$ cat config.mk
export PLATFORM = sky130hd
export DESIGN_NAME = multi_channel_interval_timer_top
export DESIGN_NICKNAME = d
export VERILOG_FILES = /design/src/mcit_pkg.sv /design/src/multi_channel_interval_timer_top.sv
export SDC_FILE = /design/constraint.sdc
export NUM_CORES = 1
export LEC_CHECK = 0
export BUFFER_PORTS_ARGS = -buffer_cell sky130_fd_sc_hd__buf_2
export CAP_MARGIN = 20
export CORE_MARGIN = 10
export CORE_UTILIZATION = 65
export DETAILED_ROUTE_END_ITERATION = 12
export PLACE_DENSITY = 0.86
export SYNTH_ARGS = -nofsm -noshare
export SYNTH_HDL_FRONTEND = slang
export SYNTH_SLANG_ARGS = --single-unit
$ cat constraint.sdc
create_clock -name clk -period 7.62 [get_ports clk]
set_input_delay 0 -clock clk [delete_from_list [all_inputs] [get_ports clk]]
set_output_delay 0 -clock clk [all_outputs]
set_load 0.1 [all_outputs]
$ cat src/mcit_pkg.sv
// Shared types and constants for the multi-channel interval timer bank.
// No dependencies; imported by multi_channel_interval_timer_top.
package mcit_pkg;

  typedef enum logic [2:0] {
    OP_ADD        = 3'd0,
    OP_REMOVE     = 3'd1,
    OP_SET_ACTIVE = 3'd2,
    OP_START      = 3'd3,
    OP_STOP       = 3'd4,
    OP_TICK       = 3'd5
  } op_t;

  localparam logic KIND_STATUS = 1'b0;
  localparam logic KIND_EXPIRY = 1'b1;

  localparam int CHANNEL_W    = 4;
  localparam int MAX_RESULTS  = 16;
  localparam int RESULT_CNT_W = $clog2(MAX_RESULTS + 1);

endpackage

$ cat src/multi_channel_interval_timer_top.sv
// Multi-channel interval timer bank: membership/enable flags in flops, counts and
// periods in single-port-write memories, scanned by one shared increment/compare.
// Depends on mcit_pkg.

// Usage: a command word is taken when start is high and busy is low. Add, remove,
// set_active, stop and unused codes return their status word on the next cycle and
// busy stays low. Start from the stopped state returns its status on the next cycle,
// then holds busy while the count memory is zeroed one entry per cycle. A tick while
// running holds busy for one pass over the count memory read port, with the increment
// and period compare one entry behind the read. Expiry words come out in channel
// order, one per cycle at most; each is held until the next expiring channel is
// visited or the pass ends, so the final one, which carries last, shows in the first
// cycle after busy drops. Every result is shown for exactly one cycle with strobe
// high, and the receiver cannot hold it off.
module multi_channel_interval_timer_top
  import mcit_pkg::*;
#(
  parameter int CHANNELS    = 16,
  parameter int COUNT_WIDTH = 16
) (
  input  logic                 clk,
  input  logic                 rst,
  input  logic                 start,
  output logic                 busy,
  input  logic [2:0]           operation,
  input  logic [CHANNEL_W-1:0] channel,
  input  logic [15:0]          interval_ticks,
  input  logic                 one_shot,
  input  logic                 enable,
  output logic                 strobe,
  output logic                 kind,
  output logic [CHANNEL_W-1:0] channel_out,
  output logic                 ok,
  output logic                 last
);

  localparam int AW = (CHANNELS > 1) ? $clog2(CHANNELS) : 1;
  localparam int CW = $clog2(CHANNELS + 1);

  typedef enum logic [1:0] {
    S_IDLE,
    S_CLEAR,
    S_SCAN
  } state_t;

  state_t                  state;
  logic [CW-1:0]           cnt;
  logic                    s1_valid;
  logic [AW-1:0]           s1_idx;
  logic                    pend_valid;
  logic [CHANNEL_W-1:0]    pend_ch;
  logic [RESULT_CNT_W-1:0] n_rep;
  logic                    running;
  logic [CHANNELS-1:0]     member;
  logic [CHANNELS-1:0]     enabled;
  logic [CHANNELS-1:0]     single_shot;

  logic [COUNT_WIDTH-1:0]  count_mem  [CHANNELS];
  logic [COUNT_WIDTH-1:0]  period_mem [CHANNELS];
  logic [COUNT_WIDTH-1:0]  count_q;
  logic [COUNT_WIDTH-1:0]  period_q;

  op_t                     op_in;
  logic                    accept;
  logic                    in_bank;
  logic [AW-1:0]           ci;
  logic                    add_ok;
  logic                    rem_ok;
  logic                    set_ok;
  logic                    s1_active;
  logic [COUNT_WIDTH-1:0]  count_inc;
  logic                    s1_hit;
  logic                    scan_end;
  logic [AW-1:0]           rd_addr;

  logic                    cnt_we;
  logic [AW-1:0]           cnt_waddr;
  logic [COUNT_WIDTH-1:0]  cnt_wdata;
  logic                    per_we;

  assign busy   = (state != S_IDLE);
  assign accept = start && !busy;

  always_comb begin
    op_in     = op_t'(operation);
    in_bank   = ({3'b000, channel} < 7'(CHANNELS));
    ci        = AW'(channel);
    add_ok    = in_bank && !running && !member[ci];
    rem_ok    = in_bank && !running && member[ci];
    set_ok    = in_bank && member[ci];
    s1_active = member[s1_idx] && enabled[s1_idx];
    count_inc = count_q + COUNT_WIDTH'(1);
    s1_hit    = (count_inc == period_q);
    scan_end  = (cnt == CW'(CHANNELS)) && !s1_valid;
    rd_addr   = cnt[AW-1:0];
  end

  // Count memory write port: add, set_active from disabled, start sweep, tick update
  always_comb begin
    cnt_we    = 1'b0;
    cnt_waddr = ci;
    cnt_wdata = '0;
    per_we    = 1'b0;
    unique case (state)
      S_IDLE: begin
        if (accept && op_in == OP_ADD && add_ok) begin
          cnt_we = 1'b1;
          per_we = 1'b1;
        end else if (accept && op_in == OP_SET_ACTIVE && set_ok && !enabled[ci]) begin
          cnt_we = 1'b1;
        end
      end
      S_CLEAR: begin
        cnt_we    = 1'b1;
        cnt_waddr = cnt[AW-1:0];
      end
      S_SCAN: begin
        cnt_we    = s1_valid && s1_active;
        cnt_waddr = s1_idx;
        cnt_wdata = s1_hit ? '0 : count_inc;
      end
      default: begin
        cnt_we = 1'b0;
      end
    endcase
  end

  always_ff @(posedge clk) begin
    if (cnt_we) begin
      count_mem[cnt_waddr] <= cnt_wdata;
    end
    if (per_we) begin
      period_mem[ci] <= COUNT_WIDTH'(interval_ticks);
    end
    count_q  <= count_mem[rd_addr];
    period_q <= period_mem[rd_addr];
  end

  always_ff @(posedge clk) begin
    if (rst) begin
      state       <= S_IDLE;
      cnt         <= '0;
      s1_valid    <= 1'b0;
      pend_valid  <= 1'b0;
      n_rep       <= '0;
      running     <= 1'b0;
      member      <= '0;
      enabled     <= '0;
      single_shot <= '0;
      strobe      <= 1'b0;
    end else begin
      strobe <= 1'b0;
      unique case (state)
        S_IDLE: begin
          if (accept) begin
            kind        <= KIND_STATUS;
            last        <= 1'b1;
            channel_out <= channel;
            unique case (op_in)
              OP_ADD: begin
                strobe <= 1'b1;
                ok     <= add_ok;
                if (add_ok) begin
                  member[ci]      <= 1'b1;
                  enabled[ci]     <= 1'b0;
                  single_shot[ci] <= one_shot;
                end
              end
              OP_REMOVE: begin
                strobe <= 1'b1;
                ok     <= rem_ok;
                if (rem_ok) begin
                  member[ci]  <= 1'b0;
                  enabled[ci] <= 1'b0;
                end
              end
              OP_SET_ACTIVE: begin
                strobe <= 1'b1;
                ok     <= set_ok;
                if (set_ok) begin
                  enabled[ci] <= enable;
                end
              end
              OP_START: begin
                strobe      <= 1'b1;
                ok          <= 1'b1;
                channel_out <= '0;
                if (!running) begin
                  running <= 1'b1;
                  cnt     <= '0;
                  state   <= S_CLEAR;
                end
              end
              OP_STOP: begin
                strobe      <= 1'b1;
                ok          <= 1'b1;
                channel_out <= '0;
                running     <= 1'b0;
              end
              OP_TICK: begin
                // Ticks while stopped are dropped without a result
                if (running) begin
                  cnt        <= '0;
                  s1_valid   <= 1'b0;
                  pend_valid <= 1'b0;
                  n_rep      <= '0;
                  state      <= S_SCAN;
                end
              end
              default: begin
                strobe <= 1'b1;
                ok     <= 1'b0;
              end
            endcase
          end
        end
        S_CLEAR: begin
          if (cnt == CW'(CHANNELS - 1)) begin
            state <= S_IDLE;
          end else begin
            cnt <= cnt + CW'(1);
          end
        end
        S_SCAN: begin
          // Issue the next read while the previous entry is updated
          if (cnt != CW'(CHANNELS)) begin
            s1_valid <= 1'b1;
            s1_idx   <= cnt[AW-1:0];
            cnt      <= cnt + CW'(1);
          end else begin
            s1_valid <= 1'b0;
          end
          if (s1_valid && s1_active && s1_hit) begin
            if (single_shot[s1_idx]) begin
              enabled[s1_idx] <= 1'b0;
            end
            // Hold each expiry until the next one or the end of the pass so the final one can carry last
            if (n_rep < RESULT_CNT_W'(MAX_RESULTS)) begin
              n_rep      <= n_rep + RESULT_CNT_W'(1);
              pend_valid <= 1'b1;
              pend_ch    <= CHANNEL_W'(s1_idx);
              if (pend_valid) begin
                strobe      <= 1'b1;
                kind        <= KIND_EXPIRY;
                channel_out <= pend_ch;
                ok          <= 1'b1;
                last        <= 1'b0;
              end
            end
          end
          if (scan_end) begin
            if (pend_valid) begin
              strobe      <= 1'b1;
              kind        <= KIND_EXPIRY;
              channel_out <= pend_ch;
              ok          <= 1'b1;
              last        <= 1'b1;
            end
            pend_valid <= 1'b0;
            state      <= S_IDLE;
          end
        end
        default: begin
          state <= S_IDLE;
        end
      endcase
    end
  end

`ifndef SYNTHESIS
  a_expiry_ok: assert property (@(posedge clk) disable iff (rst)
    strobe && kind == KIND_EXPIRY |-> ok)
    else $error("expiry reported without ok");

  a_status_last: assert property (@(posedge clk) disable iff (rst)
    strobe && kind == KIND_STATUS |-> last)
    else $error("status word not marked last");

  a_stopped_tick_silent: assert property (@(posedge clk) disable iff (rst)
    accept && op_in == OP_TICK && !running |=> !strobe && !busy)
    else $error("tick while stopped produced activity");

  a_last_expiry_idle: assert property (@(posedge clk) disable iff (rst)
    strobe && kind == KIND_EXPIRY && last |-> !busy)
    else $error("block still busy after final expiry");

  a_report_limit: assert property (@(posedge clk) disable iff (rst)
    n_rep <= RESULT_CNT_W'(MAX_RESULTS))
    else $error("expiry report count over limit");
`endif

endmodule
Word-level counts from Yosys, hierarchy flattened

Memory sizes are Yosys's and may differ from the RTL's. A register that Yosys moved wholly into a read port is not among the register bits.
Cells that the tools add are included.

Bits of input ports: 28
Output and inout bits: 9
Memories: 2
Logic and storage cells: 212
Bits in writable memories: 512
Register bits after elaboration: 79

Memory list:

| memory     | words | bits a word | read ports | clocked after Yosys merged registers in | write ports | RTL line                               | source |
|---|---|---|---|---|---|---|---|
| count_mem  | 16    | 16          | 1          | 1                                       | 1           | multi_channel_interval_timer_top.sv:58 | `logic [COUNT_WIDTH-1:0] count_mem [CHANNELS];` |
| period_mem | 16    | 16          | 1          | 1                                       | 1           | multi_channel_interval_timer_top.sv:59 | `logic [COUNT_WIDTH-1:0] period_mem [CHANNELS];` |

Magnitude comparators: 5
Mux-type cells: 106
$add $sub $neg: 3
Equal/unequal tests: 33
Bitwise gates (word level): 7
Reductions and logical operators: 40

Operators with widths:

| cell                                                                         | count |
|---|---|
| 16-bit 2-to-1 mux                                                            | 10 |
| 16-bit one-hot mux with 2 select lines                                       | 2 |
| 16-bit bitwise AND                                                           | 3 |
| 16-bit one-hot mux with 3 select lines                                       | 1 |
| 1-bit 2-to-1 mux                                                             | 47 |
| 5-bit 2-to-1 mux                                                             | 9 |
| 16-bit bitwise mux                                                           | 2 |
| 16-bit inverter                                                              | 2 |
| 4-bit 2-to-1 mux                                                             | 7 |
| 2-bit inequality test, second input constant                                 | 12 |
| 3-bit inequality test, second input constant                                 | 7 |
| 1-bit binary-select mux with 4-bit select                                    | 5 |
| 5-bit one-hot mux with 2 select lines                                        | 2 |
| 6-bit AND reduction                                                          | 3 |
| 16-bit by 1-bit adder with 16-bit output, second input constant              | 1 |
| 16-bit equality test                                                         | 1 |
| 16-bit bitwise OR                                                            | 1 |
| 4-bit one-hot mux with 2 select lines                                        | 2 |
| 4-bit AND reduction                                                          | 4 |
| 5-bit one-hot mux with 3 select lines                                        | 1 |
| 1-bit logical AND                                                            | 14 |
| 1-bit one-hot mux with 2 select lines                                        | 7 |
| 5-bit by 1-bit adder with 5-bit output, second input constant                | 2 |
| 4-bit by 5-bit less-than comparator with 1-bit output, second input constant | 2 |
| 30 further kinds                                                             | 47 |

Logic depth before layout (Yosys ltp)

Depth after elaboration: 11
Gate-level depth with buffers: 11
Depth with buffers taken out: 10

Worst setup path before layout

OpenSTA, ideal clock, no wires.

Path type: reg-to-reg
Start: register count_q[0] (read register of count_mem)
End: register last (data pin)
Clock period less this slack: 3,372 ps
Path slack: 4,248 ps
Path buffers: 1
Data arrival time: 3,111 ps
Setup time: 261 ps
Required time: 7,359 ps
Cell stages (with the launch flop): 11
Path through: dfxtp_1 > ha_1 > clkbuf_1 > nand2_1 > nor4_1 > mux2_2 > a2111o_1 > nor4_4 > nor3b_4 > nand2_1 > a221o_1

Word-level cells in the longest chain between the ends: 7

RTL lines:

| item                                         | RTL line                                | source |
|---|---|---|
| start, declared                              | multi_channel_interval_timer_top.sv:60  | `logic [COUNT_WIDTH-1:0] count_q;` |
| 16-bit by 1-bit adder with 16-bit output (*) | multi_channel_interval_timer_top.sv:92  | `count_inc = count_q + COUNT_WIDTH'(1);` |
| 16-bit equality test (*)                     | multi_channel_interval_timer_top.sv:93  | `s1_hit = (count_inc == period_q);` |
| 1-bit logical AND (*)                        | multi_channel_interval_timer_top.sv:233 | `if (s1_valid && s1_active && s1_hit) begin` |
| 1-bit 2-to-1 mux (*)                         | multi_channel_interval_timer_top.sv:233 |  |
| 1-bit 2-to-1 mux                             | multi_channel_interval_timer_top.sv:252 | `if (pend_valid) begin` |
| 1-bit 2-to-1 mux (*)                         | multi_channel_interval_timer_top.sv:251 | `if (scan_end) begin` |
| 1-bit one-hot mux with 2 select lines (*)    | multi_channel_interval_timer_top.sv:153 | `unique case (state)` |
| end signal, assigned                         | multi_channel_interval_timer_top.sv:157 | `last <= 1'b1;` |
| end signal, assigned                         | multi_channel_interval_timer_top.sv:247 | `last <= 1'b0;` |
| end signal, assigned                         | multi_channel_interval_timer_top.sv:257 | `last <= 1'b1;` |
| end, declared                                | multi_channel_interval_timer_top.sv:34  | `output logic last` |

Mark *: on every way between the ends. The rest lies on a longest branch, timed or not.
A chain may end at the register's enable or synchronous reset.

Worst setup path after layout

Start: register count_q[0] (read register of count_mem)
End: memory count_mem[11][13] (data pin)

Word-level cells in the longest chain between the ends: 4

RTL lines:

| item                                         | RTL line                                | source |
|---|---|---|
| 16-bit by 1-bit adder with 16-bit output (*) | multi_channel_interval_timer_top.sv:92  |  |
| 16-bit equality test                         | multi_channel_interval_timer_top.sv:93  |  |
| 16-bit 2-to-1 mux (*)                        | multi_channel_interval_timer_top.sv:120 | `cnt_wdata = s1_hit ? '0 : count_inc;` |
| 16-bit 2-to-1 mux (*)                        | multi_channel_interval_timer_top.sv:104 | `unique case (state)` |
| net cnt_wdata[13]                            | multi_channel_interval_timer_top.sv:78  | `logic [COUNT_WIDTH-1:0] cnt_wdata;` |
| end, declared                                | multi_channel_interval_timer_top.sv:58  |  |

The timed path passes the listed nets; every way through them passes the cells marked *.

==> run summary <==
Status: finished clean
Main area contributors after synthesis: edfxtp_1, mux4_2, dfxtp_1, nor2_1, o21ai_0
Clock Skew: 45.5 ps
DRC Markers: 0
Row count: 72
Max transition margin: 27.2%
Drt pass-1 iters: 6
Die height: 218 um
Startpoint types: flip-flop
Post-CTS Resized: 0
Initial antenna violation count: 0
Cell count after placement: 1,962
Post-route setup TNS: 0 ps
Total routed wirelength: 61,800 um
Final Critical Period: 4160 ps
Area leader, netlist: edfxtp_1
Clk buf depth: 3
I/O pins: 37
Hold Crit Class: in -> reg
Req. time, crit path: 7890 ps
CTS sink count: 623
Largest net degree at the start of global routing: 121
Ys flop type: edfxtp_1
Syn nets: 1,501
Mapped Cells: 1,464
Final layout net count: 1,570
Worst-Skew Late Latency: 660 ps
Mapped Area: 25,500 um^2
Worst slew pin tran: 1090 ps
DIE WIDTH: 218 um
Synth Area per Inst: 17.4 um^2
Die area: 47,500 um^2
Synth-to-Final Area Change: 12.0%
RSZ-0062 raised after global routing: false
WP data arrival: 4430 ps
Vias post-DR: 14.5k
YS warnings: 0
Final setup vio count: 0
Max-slew violation count: 0
Number of global-route vias before repair: 14.8k
Wire per inst: 29.4 um
Worst VDD drop: 0.000332 V
Max-cap violations: 0
Post-synth EDFFs: 527
Yosys top cell area share: 62.2%
CP Max Fanout: 16
Yosys reg bits: 623
FMAX: 0.240 GHz
Clock slew at reported path FFs: 70 ps
Lkg Pwr: 0.00940 uW
Crit path kind: reg -> reg
Endpoint class of the critical path: flip-flop
First-pass GRT wire length: 94,100 um
Global route overflow: 0
Post-DRT Antenna Nets: 0
DRT iter0 DRCs: 1,927
Via/cell ratio: 6.89
Post-synthesis sequential area ratio: 69.7%
Async set or reset register ratio after synthesis: 0%
Port Buffers: 36
CTS tree: yes
Initial core utilization: 65.9%
Post-DP HPWL: 33,900 um
Clock buffer count from CTS: 58
Part of the cycle the worst path needs: 54.6%
Routability Congestion: 0.918
Setup Fix Bufs, Post-CTS: 0
GRT Total Usage: 26.6%
Non-Filler Instances: 2,102
PD cells: 249 nW/um^2
Post-synth cell types: 64
Root buffer cell: clkbuf_16
Share of post-route cells with drive strength above 1: 24.8%
Fin. Hold Viols: 0
Layout filler cell count: 2,061
Std-Cell Core Area: 38,600 um^2
# H-tree levels: 2
[flip-flops by register name, summed over array words and instances (netlist names), 5 cells and up, named ones only]
name / cells
cnt: 5
period_q: 16
n_rep: 5
single_shot: 16
count_q: 16
enabled: 16
count_mem: 256
period_mem: 256
[worst paths after layout]
check | to | cells past startpoint | slack, ps | start
hold reg to reg | single_shot[7] | 2 | 480 | single_shot[7]
setup reg to reg | count_mem[11][13] | 9 | 3460 | count_q[0]
setup / recovery | count_mem[11][13] | 9 | 3460 | count_q[0]
hold / removal | state[1] | 6 | 90 | operation[0]
[per-layer routing]
| metal | share of wire (%) | vias to the layer above | wire (um) | global-route usage [%] |
|---|---|---|---|---|
| met3 | 10 | 181 | 6260 | 5.55 |
| met4 | 4.3 | 0 | 2630 | 11.9 |
| met5 | 0 | - | 0 | 0 |
| met2 | 49 | 956 | 30400 | 42.1 |
| li1 | - | 5972 | - | - |
| met1 | 37 | 7368 | 22600 | 35.4 |
[cells in the mapped netlist (10+ instances only)]
library cell	instances
nand3_1	37
nor3_1	10
nand2_1	79
edfxtp_1	527
dfxtp_1	96
nor2_1	114
nor2b_1	15
nor4_1	12
xnor2_1	25
clkbuf_1	65
inv_1	20
o21ai_0	61
mux4_2	182
mux2i_1	24
a21oi_1	53
buf_1	18
nand4_1	12
[critical path: stages, from the launching register on]
cell and delay (ps):
dfxtp_1 510, ha_1 390, nand2_1 270, or3_1 420, xnor2_1 360, nand2_1 100, nand4_1 110, or4_1 220
nand2_1 420, nor2_1 980
[cell families (layout without fill, tap and decap cells)]
family	Yosys count	after routing	share of synthesized area, %
and+or+nand+nor	318	318	6.03
adders and majority gates	9	9	0.442
muxes	209	209	17.2
buffers and inverters	110	229	1.66
other	0	1	0
DFF	623	623	69.7
xor gates and xnor gates	34	34	1.22
AOI/OAI and AO/OA	161	161	3.76
[through the flow]
step           area (um^2)  setup slack (ps)  hold slack, ps  util [%]  total power (uW)
2_1_floorplan        25500              4250            98.9         -              4080
3_3_place_gp         26300              3680             358      68.0              4190
3_5_place_dp         26300              3580             375      68.0              4200
4_1_cts              28500              3490            66.5      73.7              7110
5_1_grt              28500              3200             108      73.7              7260
6_report             28500              3460            90.9      73.8              7090
[area by class of cell]
type / count / area [um^2] / share of cell area [%]
Antenna cell: 1 / 2.50 / 0.00878
Clock buffer: 71 / 1520 / 5.33
Clock inverter: 39 / 400 / 1.40
Inverter: 21 / 78.8 / 0.277
Multi-Input combinational cell: 731 / 7370 / 25.9
Sequential cell: 623 / 17800 / 62.3
Tap cell: 518 / 648 / 2.27
Timing Repair Buffer: 98 / 726 / 2.55
[report_power, final]
part | total [uW] | switching [uW] | internal (uW)
Sequential | 3750 | 27.3 | 3720
Clock | 2930 | 1320 | 1610
Combinational | 412 | 276 | 136
Total | 7090 | 1620 | 5470
[repair_timing]
action                     4_1_cts  5_1_grt
setup endpoints to repair        0        0
hold endpoints to repair       307        0
hold buffers                    27        0
[layout by cell type, fill, tap and decap left out, drive strengths merged, types with 22 or more instances in the layout]
cell and count:
clkinv 29, buf 71, mux4 182, clkbuf 71, dlygate4sd3 27, dfxtp 96, edfxtp 527, nor2 114
a21oi 53, nand2 79, mux2i 24, xnor2 25, inv 22, o21ai 61, nand3 37
Note: power is estimated with default switching activity, not from simulation.
